===== src/rtl/core/content_length_header_check_assert.svh =====
// Assertion macros shared by the content-length checker RTL
`ifndef CONTENT_LENGTH_HEADER_CHECK_ASSERT_SVH
`define CONTENT_LENGTH_HEADER_CHECK_ASSERT_SVH
`ifndef SYNTHESIS
// Checked property, masked while reset is high
`define CLH_ASSERT(lbl, clk, rst, prop) \
  lbl: assert property (@(posedge clk) disable iff (rst) prop) \
    else $error("content_length_header_check: assertion failed");
// Checked property, also checked during reset
`define CLH_ASSERT_ALWAYS(lbl, clk, prop) \
  lbl: assert property (@(posedge clk) prop) \
    else $error("content_length_header_check: assertion failed");
`else
`define CLH_ASSERT(lbl, clk, rst, prop)
`define CLH_ASSERT_ALWAYS(lbl, clk, prop)
`endif
`endif


===== src/rtl/core/clh_pkg.sv =====
// Types and constants of the content-length header checker
`default_nettype none
package clh_pkg;

  typedef enum logic [1:0] {
    MODE_NAME     = 2'd0,
    MODE_VALUE    = 2'd1,
    MODE_END_HDR  = 2'd2,
    MODE_END_LIST = 2'd3
  } mode_t;

  typedef enum logic [1:0] {
    ST_ABSENT  = 2'd0,
    ST_VALID   = 2'd1,
    ST_INVALID = 2'd2
  } status_t;

  // value syntax phases
  typedef enum logic [2:0] {
    PH_LEAD   = 3'b001,
    PH_DIGITS = 3'b010,
    PH_TRAIL  = 3'b100
  } phase_t;

  // classified item, front to back
  typedef struct packed {
    mode_t      mode;
    logic       is_digit;
    logic       is_space;
    logic [3:0] digit;
    logic       name_hit;
  } item_t;

  localparam int          LENGTH_W     = 64;
  localparam logic [3:0]  NAME_LEN     = 4'd14;
  localparam logic [3:0]  NAME_POS_MAX = 4'd15;
  localparam logic [7:0]  CHAR_0       = 8'h30;
  localparam logic [7:0]  CHAR_9       = 8'h39;
  localparam logic [7:0]  CHAR_UPPER_A = 8'h41;
  localparam logic [7:0]  CHAR_UPPER_Z = 8'h5a;
  localparam logic [7:0]  CASE_OFFSET  = 8'h20;

  // "content-length", one byte per position
  function automatic logic [7:0] target_byte(input logic [3:0] pos);
    logic [7:0] b;
    case (pos)
      4'd0:    b = "c";
      4'd1:    b = "o";
      4'd2:    b = "n";
      4'd3:    b = "t";
      4'd4:    b = "e";
      4'd5:    b = "n";
      4'd6:    b = "t";
      4'd7:    b = "-";
      4'd8:    b = "l";
      4'd9:    b = "e";
      4'd10:   b = "n";
      4'd11:   b = "g";
      4'd12:   b = "t";
      4'd13:   b = "h";
      default: b = 8'h00;
    endcase
    return b;
  endfunction

endpackage
`default_nettype wire


===== src/rtl/core/clh_front.sv =====
// Front end: classifies bytes and matches the header name
`default_nettype none
module clh_front
  import clh_pkg::*;
(
  input  wire logic       clk,
  input  wire logic       rst,
  input  wire logic       take,
  input  wire logic [1:0] mode,
  input  wire logic [7:0] data_byte,
  output item_t           item
);

  logic [3:0] name_pos;
  logic [3:0] name_pos_next;
  logic       name_mismatch;
  logic       name_mismatch_next;
  logic [7:0] lower;
  mode_t      m;

  assign m = mode_t'(mode);

  always_comb begin
    lower = data_byte;
    if (data_byte inside {[CHAR_UPPER_A:CHAR_UPPER_Z]}) begin
      lower = data_byte + CASE_OFFSET;
    end
  end

  always_comb begin
    item.mode     = m;
    item.is_digit = data_byte inside {[CHAR_0:CHAR_9]};
    item.is_space = data_byte inside {8'h20, 8'h09, 8'h0a, 8'h0b, 8'h0c, 8'h0d};
    item.digit    = data_byte[3:0];
    item.name_hit = !name_mismatch && (name_pos == NAME_LEN);
  end

  always_comb begin
    name_pos_next      = name_pos;
    name_mismatch_next = name_mismatch;
    case (m)
      MODE_NAME: begin
        if (name_pos < NAME_LEN) begin
          if (lower != target_byte(name_pos)) begin
            name_mismatch_next = 1'b1;
          end
        end else begin
          name_mismatch_next = 1'b1;
        end
        if (name_pos < NAME_POS_MAX) begin
          name_pos_next = name_pos + 4'd1;
        end
      end
      MODE_VALUE: begin
      end
      MODE_END_HDR, MODE_END_LIST: begin
        name_pos_next      = '0;
        name_mismatch_next = 1'b0;
      end
      default: begin
      end
    endcase
  end

  always_ff @(posedge clk) begin
    if (rst) begin
      name_pos      <= '0;
      name_mismatch <= 1'b0;
    end else if (take) begin
      name_pos      <= name_pos_next;
      name_mismatch <= name_mismatch_next;
    end
  end

endmodule
`default_nettype wire


===== src/rtl/core/clh_queue.sv =====
// Two-entry queue between front and back
`default_nettype none
module clh_queue
  import clh_pkg::*;
`include "content_length_header_check_assert.svh"
(
  input  wire logic  clk,
  input  wire logic  rst,
  input  wire logic  push,
  input  wire item_t push_item,
  input  wire logic  pop,
  output logic       full,
  output logic       head_valid,
  output item_t      head
);

  item_t      entries [2];
  logic       wr_ptr;
  logic       rd_ptr;
  logic [1:0] count;

  assign full       = (count == 2'd2);
  assign head_valid = (count != 2'd0);
  assign head       = entries[rd_ptr];

  always_ff @(posedge clk) begin
    if (push) begin
      entries[wr_ptr] <= push_item;
    end
  end

  always_ff @(posedge clk) begin
    if (rst) begin
      wr_ptr <= 1'b0;
      rd_ptr <= 1'b0;
      count  <= '0;
    end else begin
      if (push) begin
        wr_ptr <= !wr_ptr;
      end
      if (pop) begin
        rd_ptr <= !rd_ptr;
      end
      case ({push, pop})
        2'b10:   count <= count + 2'd1;
        2'b01:   count <= count - 2'd1;
        default: count <= count;
      endcase
    end
  end

  `CLH_ASSERT(a_count_bound, clk, rst, count <= 2'd2)
  `CLH_ASSERT(a_no_pop_empty, clk, rst, pop |-> count != 2'd0)
  `CLH_ASSERT(a_no_push_full, clk, rst, push |-> count != 2'd2)

endmodule
`default_nettype wire


===== src/rtl/core/clh_back.sv =====
// Back end: value parsing, list verdict and result register
`default_nettype none
module clh_back
  import clh_pkg::*;
`include "content_length_header_check_assert.svh"
#(
  parameter int LENGTH_BITS = 64
) (
  input  wire logic                clk,
  input  wire logic                rst,
  input  wire logic                item_valid,
  input  wire item_t               item,
  output logic                     pop,
  output logic                     out_valid,
  input  wire logic                out_stall,
  output logic [1:0]               status,
  output logic [LENGTH_W-1:0]      length
);

  localparam int AW = LENGTH_BITS + 4;

  phase_t                 value_phase, value_phase_next;
  logic [LENGTH_BITS-1:0] value_accum, value_accum_next;
  logic                   value_bad, value_bad_next;
  logic                   length_seen, length_seen_next;
  logic [LENGTH_BITS-1:0] stored_length, stored_length_next;
  logic                   list_bad, list_bad_next;
  logic [AW-1:0]          acc_ext;
  logic [AW-1:0]          acc_next_wide;
  logic                   acc_ovf;
  logic                   is_end;
  status_t                status_reg;

  assign is_end = (item.mode == MODE_END_LIST);
  assign pop    = item_valid && (!is_end || !out_valid || !out_stall);

  // accum * 10 + digit by shifts; overflow shows in the top four bits
  assign acc_ext       = AW'(value_accum);
  assign acc_next_wide = (acc_ext << 3) + (acc_ext << 1) + AW'(item.digit);
  assign acc_ovf       = |acc_next_wide[AW-1:LENGTH_BITS];

  always_comb begin
    value_phase_next   = value_phase;
    value_accum_next   = value_accum;
    value_bad_next     = value_bad;
    length_seen_next   = length_seen;
    stored_length_next = stored_length;
    list_bad_next      = list_bad;
    case (item.mode)
      MODE_NAME: begin
      end
      MODE_VALUE: begin
        if (!value_bad) begin
          case (value_phase)
            PH_LEAD: begin
              if (item.is_digit) begin
                value_accum_next = LENGTH_BITS'(item.digit);
                value_phase_next = PH_DIGITS;
              end else if (!item.is_space) begin
                value_bad_next = 1'b1;
              end
            end
            PH_DIGITS: begin
              if (item.is_digit) begin
                if (acc_ovf) begin
                  value_bad_next = 1'b1;
                end else begin
                  value_accum_next = acc_next_wide[LENGTH_BITS-1:0];
                end
              end else if (item.is_space) begin
                value_phase_next = PH_TRAIL;
              end else begin
                value_bad_next = 1'b1;
              end
            end
            default: begin
              if (!item.is_space) begin
                value_bad_next = 1'b1;
              end
            end
          endcase
        end
      end
      MODE_END_HDR: begin
        if (item.name_hit) begin
          if (value_bad || value_phase == PH_LEAD) begin
            list_bad_next = 1'b1;
          end else if (length_seen && value_accum != stored_length) begin
            list_bad_next = 1'b1;
          end else begin
            stored_length_next = value_accum;
            length_seen_next   = 1'b1;
          end
        end
        value_phase_next = PH_LEAD;
        value_accum_next = '0;
        value_bad_next   = 1'b0;
      end
      MODE_END_LIST: begin
        value_phase_next   = PH_LEAD;
        value_accum_next   = '0;
        value_bad_next     = 1'b0;
        length_seen_next   = 1'b0;
        stored_length_next = '0;
        list_bad_next      = 1'b0;
      end
      default: begin
      end
    endcase
  end

  always_ff @(posedge clk) begin
    if (rst) begin
      value_phase   <= PH_LEAD;
      value_accum   <= '0;
      value_bad     <= 1'b0;
      length_seen   <= 1'b0;
      stored_length <= '0;
      list_bad      <= 1'b0;
    end else if (pop) begin
      value_phase   <= value_phase_next;
      value_accum   <= value_accum_next;
      value_bad     <= value_bad_next;
      length_seen   <= length_seen_next;
      stored_length <= stored_length_next;
      list_bad      <= list_bad_next;
    end
  end

  // result register
  always_ff @(posedge clk) begin
    if (rst) begin
      out_valid <= 1'b0;
    end else if (pop && is_end) begin
      out_valid <= 1'b1;
    end else if (!out_stall) begin
      out_valid <= 1'b0;
    end
  end

  always_ff @(posedge clk) begin
    if (pop && is_end) begin
      if (list_bad) begin
        status_reg <= ST_INVALID;
        length     <= '0;
      end else if (length_seen) begin
        status_reg <= ST_VALID;
        length     <= LENGTH_W'(stored_length);
      end else begin
        status_reg <= ST_ABSENT;
        length     <= '0;
      end
    end
  end

  assign status = status_reg;

  `CLH_ASSERT(a_end_gives_result, clk, rst, pop && is_end |=> out_valid)
  `CLH_ASSERT(a_len_zero_unless_valid, clk, rst,
    out_valid && status_reg != ST_VALID |-> length == '0)

endmodule
`default_nettype wire


===== src/rtl/core/content_length_header_check.sv =====
// Top level of the content-length header checker
//
// Input channel (in_valid / in_stall): one item per transfer, mode gives
// its kind (name byte, value byte, end of header, end of list) and
// data_byte the byte for the first two kinds.
// Output channel (out_valid / out_stall): one result per end-of-list item,
// status (absent, valid, invalid) and length, zero unless status is valid.
// Throughput: one item per cycle sustained while the queue is not full; the
// front classifier and the back parser each take one item a cycle, joined
// by a two-entry queue. An accepted end-of-list item passes the queue
// register and then the result register, which shows its result.
// A stalled result holds; items keep flowing until the queue fills, which
// happens only when an end-of-list item waits behind a held result.
// Reset (rst, synchronous) empties the queue, drops any pending result and
// clears all name, value and list state; the first item may follow at once.
`default_nettype none
module content_length_header_check
  import clh_pkg::*;
#(
  parameter int LENGTH_BITS = 64
) (
  input  wire logic                clk,
  input  wire logic                rst,
  input  wire logic                in_valid,
  output logic                     in_stall,
  input  wire logic [1:0]          mode,
  input  wire logic [7:0]          data_byte,
  output logic                     out_valid,
  input  wire logic                out_stall,
  output logic [1:0]               status,
  output logic [LENGTH_W-1:0]      length
);

  item_t front_item;
  item_t head;
  logic  q_full;
  logic  head_valid;
  logic  take;
  logic  pop;

  assign in_stall = q_full;
  assign take     = in_valid && !q_full;

  clh_front u_front (
    .clk       (clk),
    .rst       (rst),
    .take      (take),
    .mode      (mode),
    .data_byte (data_byte),
    .item      (front_item)
  );

  clh_queue u_queue (
    .clk        (clk),
    .rst        (rst),
    .push       (take),
    .push_item  (front_item),
    .pop        (pop),
    .full       (q_full),
    .head_valid (head_valid),
    .head       (head)
  );

  clh_back #(
    .LENGTH_BITS (LENGTH_BITS)
  ) u_back (
    .clk        (clk),
    .rst        (rst),
    .item_valid (head_valid),
    .item       (head),
    .pop        (pop),
    .out_valid  (out_valid),
    .out_stall  (out_stall),
    .status     (status),
    .length     (length)
  );

endmodule
`default_nettype wire

===== config.mk =====
export PLATFORM = sky130hd
export DESIGN_NAME = content_length_header_check
export DESIGN_NICKNAME = d
export VERILOG_FILES = /design/src/rtl/core/clh_pkg.sv /design/src/rtl/core/clh_front.sv /design/src/rtl/core/clh_queue.sv /design/src/rtl/core/clh_back.sv /design/src/rtl/core/content_length_header_check.sv
export VERILOG_INCLUDE_DIRS = /design/src /design/src/rtl/core
export SDC_FILE = /design/constraint.sdc
export NUM_CORES = 1
export LEC_CHECK = 0
export ABC_CLOCK_PERIOD_IN_PS = 5840
export BUFFER_PORTS_ARGS = -buffer_cell sky130_fd_sc_hd__buf_4
export CAP_MARGIN = 20
export CORE_MARGIN = 1
export CORE_UTILIZATION = 55
export DETAILED_ROUTE_END_ITERATION = 10
export PLACE_DENSITY = 0.73
export SLEW_MARGIN = 40
export SYNTH_ARGS = -nofsm -noshare
export SYNTH_HDL_FRONTEND = slang
export SYNTH_HIERARCHICAL = 1
export SYNTH_SLANG_ARGS = --single-unit

===== constraint.sdc =====
create_clock -name clk -period 5.84 [get_ports clk]
set_input_delay 0.876 -clock clk [delete_from_list [all_inputs] [get_ports clk]]
set_output_delay 0.876 -clock clk [all_outputs]
set_load 0.1 [all_outputs]

== Yosys cells after proc, flatten, opt, wreduce, memory -nomap -nowiden ==
Memory sizes are Yosys's and may differ from the RTL's. A register that Yosys moved wholly into a read port is not among the register bits.
Cells that the tools add are included.
W data, S select, Z words.
Storage, ports and cells
  input bits: 14
  RAM bits: 18
  memories kept: 2
  latch bits: 0
  flip-flop bits (word level): 210
  memory bits (read-only): 112
Memory list
  (no name shown): depth 16, bits a word 7, read ports 1, clocked after Yosys merged registers in 1, wr ports 0, RTL line clh_pkg.sv:46  | case (pos)
  u_queue.entries: depth 2, bits a word 9, read ports 1, clocked after Yosys merged registers in 1, wr ports 1, RTL line clh_queue.sv:17  | item_t entries [2];
Operators by class
  equality and inequality tests: 33
  $lt $le $gt $ge: 6
  div/mod/pow operators: 0
  multiplexer cells: 49
  add/subtract/negate cells: 6
  bitwise operators: 1
  multiply operators: 0
  shifts and indexed selects: 0
  reduce and logical (&&, ||, !) cells: 35
Operator list (number)
  $mux W64: 7
  $pmux W64 S2: 3
  $add A67 B65 Y68: 1
  $add A68 B4 Y68: 1
  $ne A64 B64 Y1: 1
  $eq A8 B4 Y1 const B: 5
  $mux W8: 3
  $mux W1: 20
  $ne A3 B3 Y1 const B: 5
  $reduce_and A7 Y1: 2
  $eq A2 B2 Y1 const B: 6
  $mux W3: 4
  $mux W4: 3
  $pmux W3 S2: 2
  $pmux W1 S2: 5
  $reduce_bool A2 Y1: 5
  $add A8 B6 Y8 const B: 1
  $eq A8 B6 Y1 const B: 1
  $ge A8 B6 Y1 const B: 1
  $ge A8 B7 Y1 const B: 1
  $le A8 B6 Y1 const B: 1
  $le A8 B7 Y1 const B: 1
  $lt A4 B4 Y1 const B: 2
  $ne A2 B2 Y1 const B: 4
  25 further kinds: 45

== Logic depth before layout (Yosys ltp) ==
  word-level depth: 8
  depth in mapped cells: 17
  depth with buffers taken out: 14

== Cells and area by module ==
The synthesis kept the hierarchy.
Modules (own cells, without submodules)
  clh_back: instances 1, cells an instance 1424, sequential area each 4684.5 um2, area each 12992.5 um2
  clh_front: instances 1, cells an instance 121, sequential area each 240.2 um2, area each 1054.8 um2
  clh_queue: instances 1, cells an instance 50, sequential area each 640.6 um2, area each 854.6 um2
  content_length_header_check: instances 1, cells an instance 1, sequential area each 0.0 um2, area each 13.8 um2

== Worst setup path before layout ==
OpenSTA, ideal clock, no wires.
  kind: register to register
  start point: register with a tool-made name
  end point: register u_back.value_accum[59]
  data required time: 5.723 ns
  stages on the path, launching flop included: 18
  period minus slack after synthesis: 4.158 ns
  setup slack: 1.682 ns
  path buffers: 3
  arrival: 4.041 ns
  setup time: 0.117 ns
  cell sequence: dfxtp_1 > buf_2 > mux2_2 > inv_1 > fa_1 > inv_1 > fa_1 > a211oi_1 > and4bb_1 > o31ai_1 > a2111oi_0 > nor3_1 > o221ai_1 > o311a_2 > and4_1 > buf_2 > buf_2 > a32o_1
RTL lines
  end signal: assignment: RTL line clh_back.sv:122  | value_accum <= value_accum_next;
  end: declaration: RTL line clh_back.sv:23  | logic [LENGTH_BITS-1:0] value_accum, value_accum_next;

==> flow_summary.ini <==
[cells_and_area]
design_area_sq_um = 16500
final_common_cell = nand2_1
post-route-util_pct = 62.5
area_growth_pct = 10.3
top_regs = u_back/length x64, u_back/stored_length x64, u_back/value_accum x64
num_antenna_cells = 0
final.fill_count = 2229
layout-drive-gt1-share_pct = 10.5
fin_nets = 1783
mostFrequentLayoutCells = nand2_1, a21oi_1, dfxtp_1

[yosys]
synth-warning-count = 6
synthTopCellsByArea = dfxtp_1, edfxtp_1, ha_1
yosys_most_used_dff = dfxtp_1
yosysTopAreaCell = dfxtp_1
synthArstFlopShare_pct = 0
synth.avg_cell_area_sq_um = 9.35
yosysUniqueCellTypes = 91
netlist_area_sq_um = 14900
synth-seq-cells = 236
synth_fp_nets = 1750
synth_top_area_share_pct = 20.4
synth_cells = 1596
ys_seq_area_share_pct = 37.3
synth_edf_count = 84

[placed_design]
hpwl_mm = 29.4
gp_congestion = 1.01
post-place-ws_ns = 0.778
port_buffers = 81
post_dp_cell_area_sq_um = 15600

[timing]
drv_slew = 0
rsz0062_at_grt = false
fin_crit_ns = 5.18
hold_viol = 0
finalClockSkew_ns = 0.0192
tns_ns = 0
setup_ws_ns = 0.662
final-setup-viol-count = 0
period_share_pct = 88.7
relSlewSlack_pct = 48.7
worst_pin_slew_ns = 0.767
whs_ns = 0.476
max_freq_mhz = 193

[min_path]
min_from = u_back/stored_length[60]
hold_path_class = reg -> reg
whs_path_depth = 2
hold_end = u_back/stored_length[60]

[worst_setup_path]
critical_path_required_ns = 6.31
worst_r2r_path_depth = 14
worstPathMaxFanout = 56
rr_endpoint = u_back/value_accum[31]
crit_slowest_cell = buf_4
crit_path_cell_trace = mux2_2 -> ha_1 -> ha_1 -> fa_1 -> a211oi_1 -> and4bb_1 -> o31ai_1 -> a2111oi_0 -> nor3_1 -> o221ai_1 -> o311a_2 -> a311oi_4 -> buf_4 -> a22o_1
cp-start-kind = flip-flop
ff2ff_setup_slack_ns = 0.66
path_class = reg -> reg
crit_path_frequent_cell = ha_1
max_stage_delay_ns = 0.59
crit_path_end_kind = flip-flop
worst-endpoint-arrival_ns = 5.65

[clock_network]
clk_latency_ns = 0.54
cts_buffers = 26
cts_root_buf = clkbuf_16
cts_hold_buf = 0
cts_tree = yes
ctsHtreeMaxLevel = 1
numClockSinks = 236
clk_path_buf_depth = 3
post_cts_buffers = 0
clkSlewWorstSetupHoldPaths_ns = 0.06
cts-resized-gates = 0

[global_routing]
grt_pass1_vias = 11800
grt_max_degree = 67
gr-total-overflow = 0
grt_pass1_wl_mm = 62.1
antenna_found_initial = 1
grt_usage_pct = 27.7

[power_and_ir_drop]
p_per_area_nw_per_um2 = 286
combPwrFrac_pct = 26.7
clockPowerShare_pct = 33.2
swShare_pct = 35.6
switchingPower_w = 0.00168
leakage_nw = 6.69
ir_drop_v = 0.000202
p_seq_share_pct = 40.1
internal_power_w = 0.00304

[drt]
route.detailed.drc = 0
drtIter0Drc = 1050
drtAntennaViolNets = 0
wire_per_inst_um = 19.7
routed_wl_mm = 39.0
vias_per_cell = 6.25
drt-pass1-iter-count = 5
vias = 12400

[floorplanning]
fp.coreArea_sq_um = 26400
start_util_pct = 56.6
die_h_um = 167
dieArea_sq_um = 27800
io_pins = 82
die_x_um = 167
core.rowCount = 59

[run]
cap_viol_max_count = 0

[outcome]
status = finished, final reports clean
-- Yosys cell counts (5+ instances only) --
| cell type | instances |
|---|---|
| mux2i_1 | 12 |
| buf_2 | 24 |
| nor3_1 | 26 |
| nor2_1 | 69 |
| buf_6 | 6 |
| inv_1 | 36 |
| nand3_1 | 23 |
| a211oi_1 | 8 |
| a21o_1 | 21 |
| mux2_2 | 9 |
| or3_1 | 8 |
| nor4_1 | 12 |
| xor2_1 | 24 |
| a22o_1 | 49 |
| a31oi_1 | 18 |
| o31ai_1 | 8 |
| o211ai_1 | 7 |
| xnor2_1 | 105 |
| nand3b_1 | 66 |
| clkbuf_1 | 47 |
| ha_1 | 138 |
| and4_1 | 7 |
| edfxtp_1 | 84 |
| o21bai_1 | 15 |
| o21ai_0 | 55 |
| nand2_1 | 161 |
| nand4_1 | 44 |
| nor2b_1 | 5 |
| a21oi_1 | 157 |
| nand2b_1 | 5 |
| dfxtp_1 | 152 |
| or2_2 | 5 |
| buf_4 | 7 |
| and2_1 | 72 |
| o21a_1 | 13 |
-- final cells by class --
cell class	count	area, sq um	share of cell area [%]
clock buffer	38	756	4.59
clock inverter	10	68.8	0.418
inverter	39	146	0.889
multi-input combinational	1236	8820	53.6
sequential	236	5570	33.8
tap	335	419	2.55
timing repair buffer	90	687	4.17
-- through the flow --
stage                     cells  total power (W)
after floorplan            1596          0.00289
after global placement     1935          0.00314
after detailed placement   1936          0.00317
after CTS                  1984          0.00473
after global routing       1984          0.00488
final                      1984          0.00471
-- routing by layer --
layer	vias up	wire [um]	global-route usage, %
li1	5961	-	-
met1	5903	17000	35.9
met2	429	18000	46.0
met3	104	2340	3.52
met4	2	1720	12.8
met5	-	13	0
-- worst max-delay path: cells and delay by family, from the launching register on --
| kind | cells | cell delay [ns] |
|---|---|---|
| flops | 1 | 0.56 |
| simple gates | 2 | 0.62 |
| buf+inv | 1 | 0.59 |
| compound gates | 7 | 1.90 |
| mux | 1 | 0.41 |
| fa+ha+maj | 3 | 0.99 |
-- worst max path at each step --
stage	from	to	slack (ns)	cells after the start
floorplan	flip-flop	u_back/value_accum[59]	1.68	17
global placement	flip-flop	u_back/value_accum[26]	0.98	15
detailed placement	flip-flop	u_back/value_accum[53]	0.78	15
CTS	flip-flop	u_back/value_accum[31]	0.72	14
global route	flip-flop	u_back/value_accum[21]	0.41	15
finish	flip-flop	u_back/value_accum[31]	0.66	14
-- power groups by stage --
stage | Sequential [W] | Clock, W | Combinational, W
2_1_floorplan | 0.00232 | 0 | 0.000566
3_3_place_gp | 0.00192 | 0 | 0.00122
6_report | 0.00189 | 0.00157 | 0.00126
5_1_grt | 0.00190 | 0.00166 | 0.00132
3_5_place_dp | 0.00192 | 0 | 0.00124
4_1_cts | 0.00189 | 0.00159 | 0.00125
-- logic make-up after synthesis --
family,after synthesis,synth area share [%]
and+or+nand+nor,519,18.5
muxes,22,1.64
DFF,236,37.3
buffers and inverters,124,3.81
AOI/OAI and AO/OA,426,19.3
xor gates and xnor gates,129,7.57
adders and majority gates,140,11.8
(Power assumes the default switching activity.)
